### src/rtl/ibwt_pkg.sv
// Shared types and constants for the inverse BWT block decoder.
// Used by the controller, the datapath and the top level; depends on nothing.
`timescale 1ns / 1ps
`default_nettype none

package ibwt_pkg;

   localparam int LEN_W    = 13;
   localparam int SYM_W    = 9;
   localparam int BYTE_W   = 8;
   localparam int INDEX_W  = 12;
   localparam int STATUS_W = 3;
   localparam int OPC_W    = 2;

   localparam int SYM_COUNT = 257;
   localparam int LIMIT_MAX = 8191;

   localparam logic [SYM_W-1:0] END_SYMBOL   = 9'd256;
   localparam logic [LEN_W-1:0] LAST_SYM_IDX = 13'd256;
   localparam logic [LEN_W-1:0] LIMIT_RESET  = 13'd4096;

   localparam logic [STATUS_W-1:0] ST_BYTE      = 3'd0;
   localparam logic [STATUS_W-1:0] ST_READY     = 3'd1;
   localparam logic [STATUS_W-1:0] ST_OVERFLOW  = 3'd2;
   localparam logic [STATUS_W-1:0] ST_BAD_START = 3'd3;
   localparam logic [STATUS_W-1:0] ST_EMPTY     = 3'd4;

   typedef enum logic [OPC_W-1:0] {
      OPC_LOAD   = 2'd0,
      OPC_FINISH = 2'd1,
      OPC_FETCH  = 2'd2,
      OPC_NONE   = 2'd3
   } opcode_type;

   typedef enum logic [4:0] {
      DP_NOP,
      DP_LOAD,
      DP_OVERFLOW,
      DP_EMPTY,
      DP_BAD_START,
      DP_BEGIN,
      DP_CLEAR,
      DP_STORE_RD,
      DP_COUNT_RD,
      DP_COUNT_WR,
      DP_PREFIX_RD,
      DP_PREFIX_WR,
      DP_VECTOR_RD,
      DP_VECTOR_WR,
      DP_READY,
      DP_FETCH_RD,
      DP_FETCH_DONE
   } dp_op_type;

   typedef struct packed {
      dp_op_type op;
   } dp_cmd_type;

   typedef struct packed {
      logic overflow;
      logic bad_start;
      logic walk_empty;
      logic byte_last;
      logic sym_last;
   } dp_status_type;

endpackage

`default_nettype wire

### src/rtl/ibwt_ctrl.sv
// Controller state machine for the inverse BWT block decoder.
// Sequences the datapath through its passes; depends on ibwt_pkg.
`timescale 1ns / 1ps
`default_nettype none

module ibwt_ctrl (
   input  wire logic                   clock,
   input  wire logic                   reset,
   input  wire logic                   start,
   input  wire logic [1:0]             opcode,
   input  wire ibwt_pkg::dp_status_type status,
   output ibwt_pkg::dp_cmd_type        cmd,
   output logic                        busy
);
   import ibwt_pkg::*;

   typedef enum logic [11:0] {
      S_IDLE      = 12'b0000_0000_0001,
      S_CLEAR     = 12'b0000_0000_0010,
      S_CNT_RD    = 12'b0000_0000_0100,
      S_CNT_SYM   = 12'b0000_0000_1000,
      S_CNT_WR    = 12'b0000_0001_0000,
      S_PFX_RD    = 12'b0000_0010_0000,
      S_PFX_WR    = 12'b0000_0100_0000,
      S_VEC_RD    = 12'b0000_1000_0000,
      S_VEC_SYM   = 12'b0001_0000_0000,
      S_VEC_WR    = 12'b0010_0000_0000,
      S_DONE      = 12'b0100_0000_0000,
      S_FETCH_OUT = 12'b1000_0000_0000
   } state_type;

   state_type state_ff;
   state_type state_in;

   always_comb begin
      state_in = state_ff;
      cmd.op   = DP_NOP;
      case (state_ff)
         S_IDLE: begin
            if (start) begin
               case (opcode)
                  OPC_LOAD: begin
                     cmd.op = status.overflow ? DP_OVERFLOW : DP_LOAD;
                  end
                  OPC_FINISH: begin
                     if (status.bad_start) begin
                        cmd.op = DP_BAD_START;
                     end else begin
                        cmd.op   = DP_BEGIN;
                        state_in = S_CLEAR;
                     end
                  end
                  OPC_FETCH: begin
                     if (status.walk_empty) begin
                        cmd.op = DP_EMPTY;
                     end else begin
                        cmd.op   = DP_FETCH_RD;
                        state_in = S_FETCH_OUT;
                     end
                  end
                  default: begin
                     cmd.op = DP_NOP;
                  end
               endcase
            end
         end
         S_CLEAR: begin
            cmd.op = DP_CLEAR;
            if (status.sym_last) begin
               state_in = S_CNT_RD;
            end
         end
         S_CNT_RD: begin
            cmd.op   = DP_STORE_RD;
            state_in = S_CNT_SYM;
         end
         S_CNT_SYM: begin
            cmd.op   = DP_COUNT_RD;
            state_in = S_CNT_WR;
         end
         S_CNT_WR: begin
            cmd.op   = DP_COUNT_WR;
            state_in = status.byte_last ? S_PFX_RD : S_CNT_RD;
         end
         S_PFX_RD: begin
            cmd.op   = DP_PREFIX_RD;
            state_in = S_PFX_WR;
         end
         S_PFX_WR: begin
            cmd.op   = DP_PREFIX_WR;
            state_in = status.sym_last ? S_VEC_RD : S_PFX_RD;
         end
         S_VEC_RD: begin
            cmd.op   = DP_STORE_RD;
            state_in = S_VEC_SYM;
         end
         S_VEC_SYM: begin
            cmd.op   = DP_VECTOR_RD;
            state_in = S_VEC_WR;
         end
         S_VEC_WR: begin
            cmd.op   = DP_VECTOR_WR;
            state_in = status.byte_last ? S_DONE : S_VEC_RD;
         end
         S_DONE: begin
            cmd.op   = DP_READY;
            state_in = S_IDLE;
         end
         S_FETCH_OUT: begin
            cmd.op   = DP_FETCH_DONE;
            state_in = S_IDLE;
         end
         default: begin
            state_in = S_IDLE;
         end
      endcase
   end

   always_ff @(posedge clock) begin
      if (reset) begin
         state_ff <= S_IDLE;
      end else begin
         state_ff <= state_in;
      end
   end

   assign busy = (state_ff != S_IDLE);

endmodule

`default_nettype wire

### config.mk
export PLATFORM = sky130hd
export DESIGN_NAME = ibwt_ctrl
export DESIGN_NICKNAME = d
export VERILOG_FILES = /design/src/rtl/ibwt_pkg.sv /design/src/rtl/ibwt_ctrl.sv
export SDC_FILE = /design/constraint.sdc
export NUM_CORES = 1
export LEC_CHECK = 0
export BUFFER_PORTS_ARGS = -buffer_cell sky130_fd_sc_hd__buf_4
export CAP_MARGIN = 30
export CORE_MARGIN = 4
export CORE_UTILIZATION = 35
export CTS_BUF_LIST = sky130_fd_sc_hd__clkbuf_8
export DETAILED_ROUTE_END_ITERATION = 10
export GPL_TIMING_DRIVEN = 0
export HOLD_SLACK_MARGIN = 0.08
export SLEW_MARGIN = 10
export SYNTH_ARGS = -nofsm -noshare
export SYNTH_HDL_FRONTEND = slang
export SYNTH_SLANG_ARGS = --single-unit
### constraint.sdc
create_clock -name clock -period 3.1 [get_ports clock]
set_input_delay 0 -clock clock [delete_from_list [all_inputs] [get_ports clock]]
set_output_delay 0 -clock clock [all_outputs]
set_load 0.02 [all_outputs]
==> results.txt, run 1 <==
Status -> finished clean
Fin. max-slew vios -> 0
Placed cell areas -> 0.001030 mm²
Root Driver -> clkbuf_8
Slew headroom -> 0.4429
DRC -> 0
Maxcap violations -> 0
Post-route design area -> 0.001125 mm²
Critical path type -> reg -> out
Yosys top cell area share -> 0.2723
Largest net degree at the start of global routing -> 11
CTS H-Tree Depth -> 1
R2R Setup Slk -> 640 ps
Worst hold path stage count -> 3
Data arrival, critical path -> 2500 ps
Final Critical Period -> 2497 ps
Via count -> 1,011
Syn Inst Count -> 116
Final Non-Filler Cells -> 167
Initial antenna violation count -> 0
Sequential area share after synthesis -> 0.2723
Max FFs per register -> 12
Cells resized by post-CTS repair -> 0
Iteration-0 DRC count of the detailed router -> 44
Final wirelength -> 2491 µm
Cell taking the most area after synthesis -> dfxtp_1
Final-report hold violation count -> 0
Nets -> 150
Syn_area_per_cell -> 7.604 µm²
Worst min path class -> in -> reg
Cell Area, Synth -> 882.1 µm²
Final period utilization -> 0.8053
Die width -> 58.20 µm
Clock skew -> 1.429 ps
Worst reg2reg path endpoint -> state_ff[7]
Peak supply drop -> 0.2676 mV
Avg Vias per Cell -> 6.054
HP Start -> status[2]
Inserted Clock Buffers -> 3
Most frequent cells in the layout -> 15 x buf_4, 12 x dfxtp_1, 10 x nor2_1, 9 x nor4_1, 8 x clkbuf_1
CTS tree -> done
Worst hold path endpoint -> state_ff[11]
Total negative slack -> 0 ps
Deepest clock path buffer count -> 2
First-pass GRT wire length -> 4022 µm
Synth top area cells -> dfxtp_1 27%, nor4_1 6.4%, nor2_1 4.3%
Startpoint Class -> flip-flop
Clock transition at path regs -> 50 ps
Gr usage total -> 0.1573
IO Pins -> 16
Worst EP required -> 3100 ps
Antenna-violating nets left -> 0
Setup ws final -> 603.5 ps
Vias in the first global route -> 900
Yosys reg bits -> 12
Diode count -> 0
Commonest non-fill, non-tap cell in the layout -> buf_4
Largest regs -> state_ff: 12 flops
Setup WS pre-CTS -> 866.0 ps
Pleak -> 0.0004792 µW
Sequential standard cell area -> 240.2 µm²
Port buffer count -> 15
DP Cell Count -> 159
Max Clk Rate -> 0.4006 GHz
Share of cells above drive strength 1 -> 0.1727
Largest reg by FF count -> state_ff
R2r worst-path depth -> 7
Final setup vio count -> 0
Cell Rows -> 17
Synthesis-to-layout area growth -> 27.52%
Clk sink count -> 12
Wire per inst -> 14.92 µm
Die height -> 58.20 µm
Area of the multi-input gates -> 581.8 µm²
PwrDens -> 372.9 mW/mm²
Post-synthesis net count -> 126
Crit end category -> primary output
Core area -> 0.002297 mm²
Gpl congestion -> 0.8300
Netlist cell types -> 40
Worst Tran Pin Value -> 824.1 ps
Fillers -> 231
DR pass1 iterations -> 4
Worst skew pair latency -> 250 ps
Initial Utilization -> 0.3840
Crit path max fanout -> 10
Worst r2r src -> state_ff[2]
Unrepaired setup endpoints after global routing -> no
Die Area -> 0.003387 mm²
Total gr overflow -> 0
Detailed placement HPWL -> 1890 µm
Ys Warns -> 0
## synth_stat cells, drive strengths merged
| cell | number |
|---|---|
| nor3b | 3 |
| o21ai | 7 |
| nor3 | 7 |
| nand3b | 1 |
| o2111ai | 1 |
| xnor2 | 1 |
| dfxtp | 12 |
| a211oi | 1 |
| a221o | 1 |
| nor4 | 9 |
| o211ai | 2 |
| nand3 | 3 |
| and3b | 1 |
| nand4 | 3 |
| or3 | 2 |
| nand2 | 6 |
| a21oi | 2 |
| o2111a | 1 |
| a2111oi | 1 |
| or2 | 1 |
| clkbuf | 8 |
| a21o | 1 |
| buf | 1 |
| or3b | 1 |
| a311o | 1 |
| o21a | 1 |
| nand2b | 1 |
| a31oi | 1 |
| nor2 | 10 |
| inv | 5 |
| o2bb2ai | 1 |
| nor4b | 1 |
| and4b | 1 |
| nand4b | 3 |
| nor2b | 3 |
| or4 | 6 |
| xor2 | 4 |
| a211o | 1 |
| a41oi | 1 |
## stage by stage
step	hold WS (ps)	utilization	total power, µW
global placement	207.2	0.4483	244.1
CTS	88.64	0.4897	424.2
finish	92.46	0.4897	419.5
global route	99.23	0.4897	436.9
floorplan	83.06	-	212.3
detailed placement	209.4	0.4483	244.6
## worst max-delay path, stage by stage, from the launching register on
cell and delay, ps:
dfxtp_1 300, clkbuf_1 210, nor4b_1 770, nand4_1 340, a221o_1 370, nand4_1 110, buf_4 150
## area by class of cell
class / instances / area share
tap: 28 / 0.03115
inverter: 5 / 0.01669
buffer: 9 / 0.03671
clock buffer: 4 / 0.04894
sequential: 12 / 0.2136
timing repair buffer: 19 / 0.1357
multi-input combinational: 90 / 0.5172
## cells by family (layout without fill, tap and decap cells)
kind of cell           after synthesis  count (layout)  synth area share
XOR/XNOR                             5               5           0.04964
flip-flops                          12              12            0.2723
buffers and inverters               14              37           0.06809
AO/OA/AOI/OAI                       23              23            0.1858
AND/OR/NAND/NOR                     62              62            0.4241
## repair_timing
action,in CTS,in global routing
buffers inserted,0,0
endpoints found under the setup margin,0,0
hold buffers,4,0
hold endpoints to repair,4,0
## power by group
group / internal [µW] / switching (µW)
Combinational: 37.9 / 47.1
Sequential: 157 / 3.06
Clock: 113 / 62.3
## per-layer routing
layer	global-route usage	vias to the layer above	wire length, µm
met5	0	-	0
met4	0.1093	0	73
met3	0.01114	5	212
met2	0.2532	45	1181
met1	0.1979	468	1024
li1	-	493	-
## worst max-delay path by stage
stage | depth (start not counted) | start | end
final | 6 | state_ff[1] | cmd[0]
after global routing | 6 | state_ff[1] | cmd[0]
after CTS | 6 | state_ff[1] | cmd[0]
after detailed placement | 5 | state_ff[1] | state_ff[2]
after global placement | 5 | state_ff[1] | state_ff[2]
after floorplan | 5 | state_ff[9] | state_ff[0]
No activity file was read; power rests on OpenSTA's default activity.
==> run 2: changes to the inputs <==
==> constraint.sdc (replaced) <==
create_clock -name clock -period 2.2 [get_ports clock]
set_input_delay 0 -clock clock [delete_from_list [all_inputs] [get_ports clock]]
set_output_delay 0 -clock clock [all_outputs]
set_load 0.02 [all_outputs]
==> run 2 against run 1 <==
Register-to-register slack worse by 500 ps. Flip-flop and latch count unchanged. Largest cell class unchanged. Critical endpoint is now cmd[2]. Critical path depth unchanged. Global-route usage unchanged. Sequential power up 42%. Sequential share of layout area down 0.52 points. Largest power group unchanged. Core utilization up 2.0 points. First-iteration DRC count down 34%. Wire length up 3.7%. Clock power up 42%.
==> results.txt, run 2 (synthesized netlist as in run 1, its figures left out) <==
Status -> finished clean
Critical Path Max Stage Delay -> 550 ps (-220 ps)
Final wirelength -> 2584 µm (+3.7%)
Share of cells above drive strength 1 -> 0.2701 (+0.09741)
Via count -> 996 (-1.5%)
Root Driver -> clkbuf_8
DR pass1 iterations -> 4 (unchanged)
Initial antenna violation count -> 0 (unchanged)
Cell Rows -> 17 (unchanged)
Synthesis-to-layout area growth -> 32.77%
Sw Share -> 0.2695 (+0.001291)
Util after Layout -> 0.5098 (+0.02015)
Largest reg by FF count -> state_ff
Worst Tran Pin Value -> 542.4 ps (-281.7 ps)
Max FFs per register -> 12 (unchanged)
Final Critical Period -> 2104 ps
Avg Vias per Cell -> 6.036 (-0.29%)
Worst min path class -> in -> reg
Commonest non-fill, non-tap cell in the layout -> buf_4
Peak supply drop -> 0.3777 mV (+41%)
First-pass GRT wire length -> 4015 µm (-0.17%)
Max Clk Rate -> 0.4753 GHz
Die width -> 58.20 µm (unchanged)
R2R Setup Slk -> 140 ps (-500 ps)
PwrDens -> 520.6 mW/mm² (+40%)
Most frequent cells in the layout -> 18 x buf_4, 10 x nor2_1, 9 x dfxtp_1, 7 x nor3_1
Fin. max-slew vios -> 0 (unchanged)
Worst skew pair latency -> 250 ps (about the same)
Antenna-violating nets left -> 0 (unchanged)
Largest net degree at the start of global routing -> 11 (unchanged)
Iteration-0 DRC count of the detailed router -> 29 (-34%)
Clk sink count -> 12 (unchanged)
Crit path max fanout -> 9 (-1)
Pleak -> 0.0005015 µW (+4.6%)
Critical path type -> reg -> out
Die height -> 58.20 µm (unchanged)
Final-report hold violation count -> 0 (unchanged)
Nets -> 148 (-1.3%)
Worst r2r src -> state_ff[9]
Worst reg2reg path endpoint -> state_ff[0]
Critical path cell sequence -> buf_6, or4_4, or4_4, o21ai_2, or3_1, buf_4
Total negative slack -> 0 ps (unchanged)
Clock skew -> 0.6921 ps (-0.7369 ps)
Gr usage total -> 0.1573 (unchanged)
Core area -> 0.002297 mm² (unchanged)
Wire per inst -> 15.66 µm (+5.0%)
Port buffer count -> 15 (unchanged)
DRC -> 0 (unchanged)
Total gr overflow -> 0 (unchanged)
Worst hold path stage count -> 3 (unchanged)
Clock transition at path regs -> 50 ps (about the same)
Initial Utilization -> 0.3840 (unchanged)
CP max-delay cell -> or4_4
Gpl congestion -> 0.8300 (unchanged)
Largest regs -> state_ff: 12 flops
Diode count -> 0 (unchanged)
Detailed placement HPWL -> 1890 µm (unchanged)
Most used cell, CP -> or4_4
IO Pins -> 16 (unchanged)
Clock Power Share -> 0.407 (-0.010)
Combinational Power Share -> 0.221 (+0.018)
Crit end category -> primary output
Vias in the first global route -> 884 (-1.8%)
Final setup vio count -> 0 (unchanged)
Die Area -> 0.003387 mm² (unchanged)
Maxcap violations -> 0 (unchanged)
CTS H-Tree Depth -> 1 (unchanged)
CTS tree -> done
Data arrival, critical path -> 2100 ps (-400 ps)
Internal -> 445.4 µW (+45%)
Worst EP required -> 2200 ps (-900 ps)
R2r worst-path depth -> 5 (-2)
Register share of total power -> 0.372 (-0.008)
Final period utilization -> 0.9564
Psw -> 164.3 µW (+46%)
Startpoint Class -> flip-flop
HP Start -> status[2]
Worst hold path endpoint -> state_ff[11]
Deepest clock path buffer count -> 2 (unchanged)
Slew headroom -> 0.6384 (+0.1955)
Inserted Clock Buffers -> 3 (unchanged)
run 2: cell types whose count changed in the layout (fill, tap and decap cells not counted), sizes merged:
cell / before / now
dlygate4sd3: 4 / 3
clkbuf: 12 / 7
buf: 16 / 20
run 2: how the worst max path moves through the flow:
stage	cells past startpoint	end	slack (ps)	start
detailed placement	5	state_ff[2]	-30	state_ff[1]
floorplan	5	state_ff[0]	230	state_ff[9]
CTS	6	cmd[0]	-10	state_ff[1]
global placement	5	state_ff[2]	-40	state_ff[1]
finish	6	cmd[2]	100	state_ff[9]
global route	6	cmd[2]	-60	state_ff[1]
run 2: area by class of cell:
type | count | area [µm²]
plain buffers | 5 | 26.28
clock buffers | 4 | 55.05
fillers | 223 | 1126
inverters | 5 | 18.77
multi-input cells | 90 | 626.9
flip-flops and latches | 12 | 244.0
well taps | 28 | 35.03
repair buffers | 21 | 165.2
run 2: what timing repair did:
item,4_1_cts,5_1_grt
hold buffers,3,0
setup endpoints to repair,9,4
pin swaps,0,3
endpoints found under the hold margin,4,0
resized for setup,4,9
buffers inserted,0,3
run 2: per-layer routing:
metal	share of wire	vias to the layer above	global-route usage
met5	0	-	0
met4	0.027	0	0.1093
met3	0.076	5	0.01114
met2	0.47	41	0.2500
met1	0.42	465	0.2005
li1	-	485	-
run 2: worst max-delay path: cells and delay by family, from the launching register on:
family | cells | cell delay [ps]
AOI/OAI and AO/OA | 1 | 150
buffers and inverters | 2 | 260
and+or+nand+nor | 3 | 1130
DFF | 1 | 300
run 2: metrics by stage:
step                      area, µm²  hold WS (ps)  worst slack [ps]  instances  power [µW]
after detailed placement       1030         209.4            -33.96        159       344.7
after floorplan               882.1         83.06             234.3        116       299.2
after global routing           1171         99.23            -60.27        165       635.1
after CTS                      1125         88.64            -11.16        165       599.8
after global placement         1030         207.2            -44.52        159       344.0
final                          1171         84.46             95.92        165       609.7
run 2: power by group through the flow:
stage | registers, µW | clock network, µW | logic (µW)
floorplan | 228 | 0 | 70.9
global placement | 229 | 0 | 115
detailed placement | 229 | 0 | 115
CTS | 225 | 253 | 121
global route | 227 | 261 | 147
finish | 227 | 248 | 135
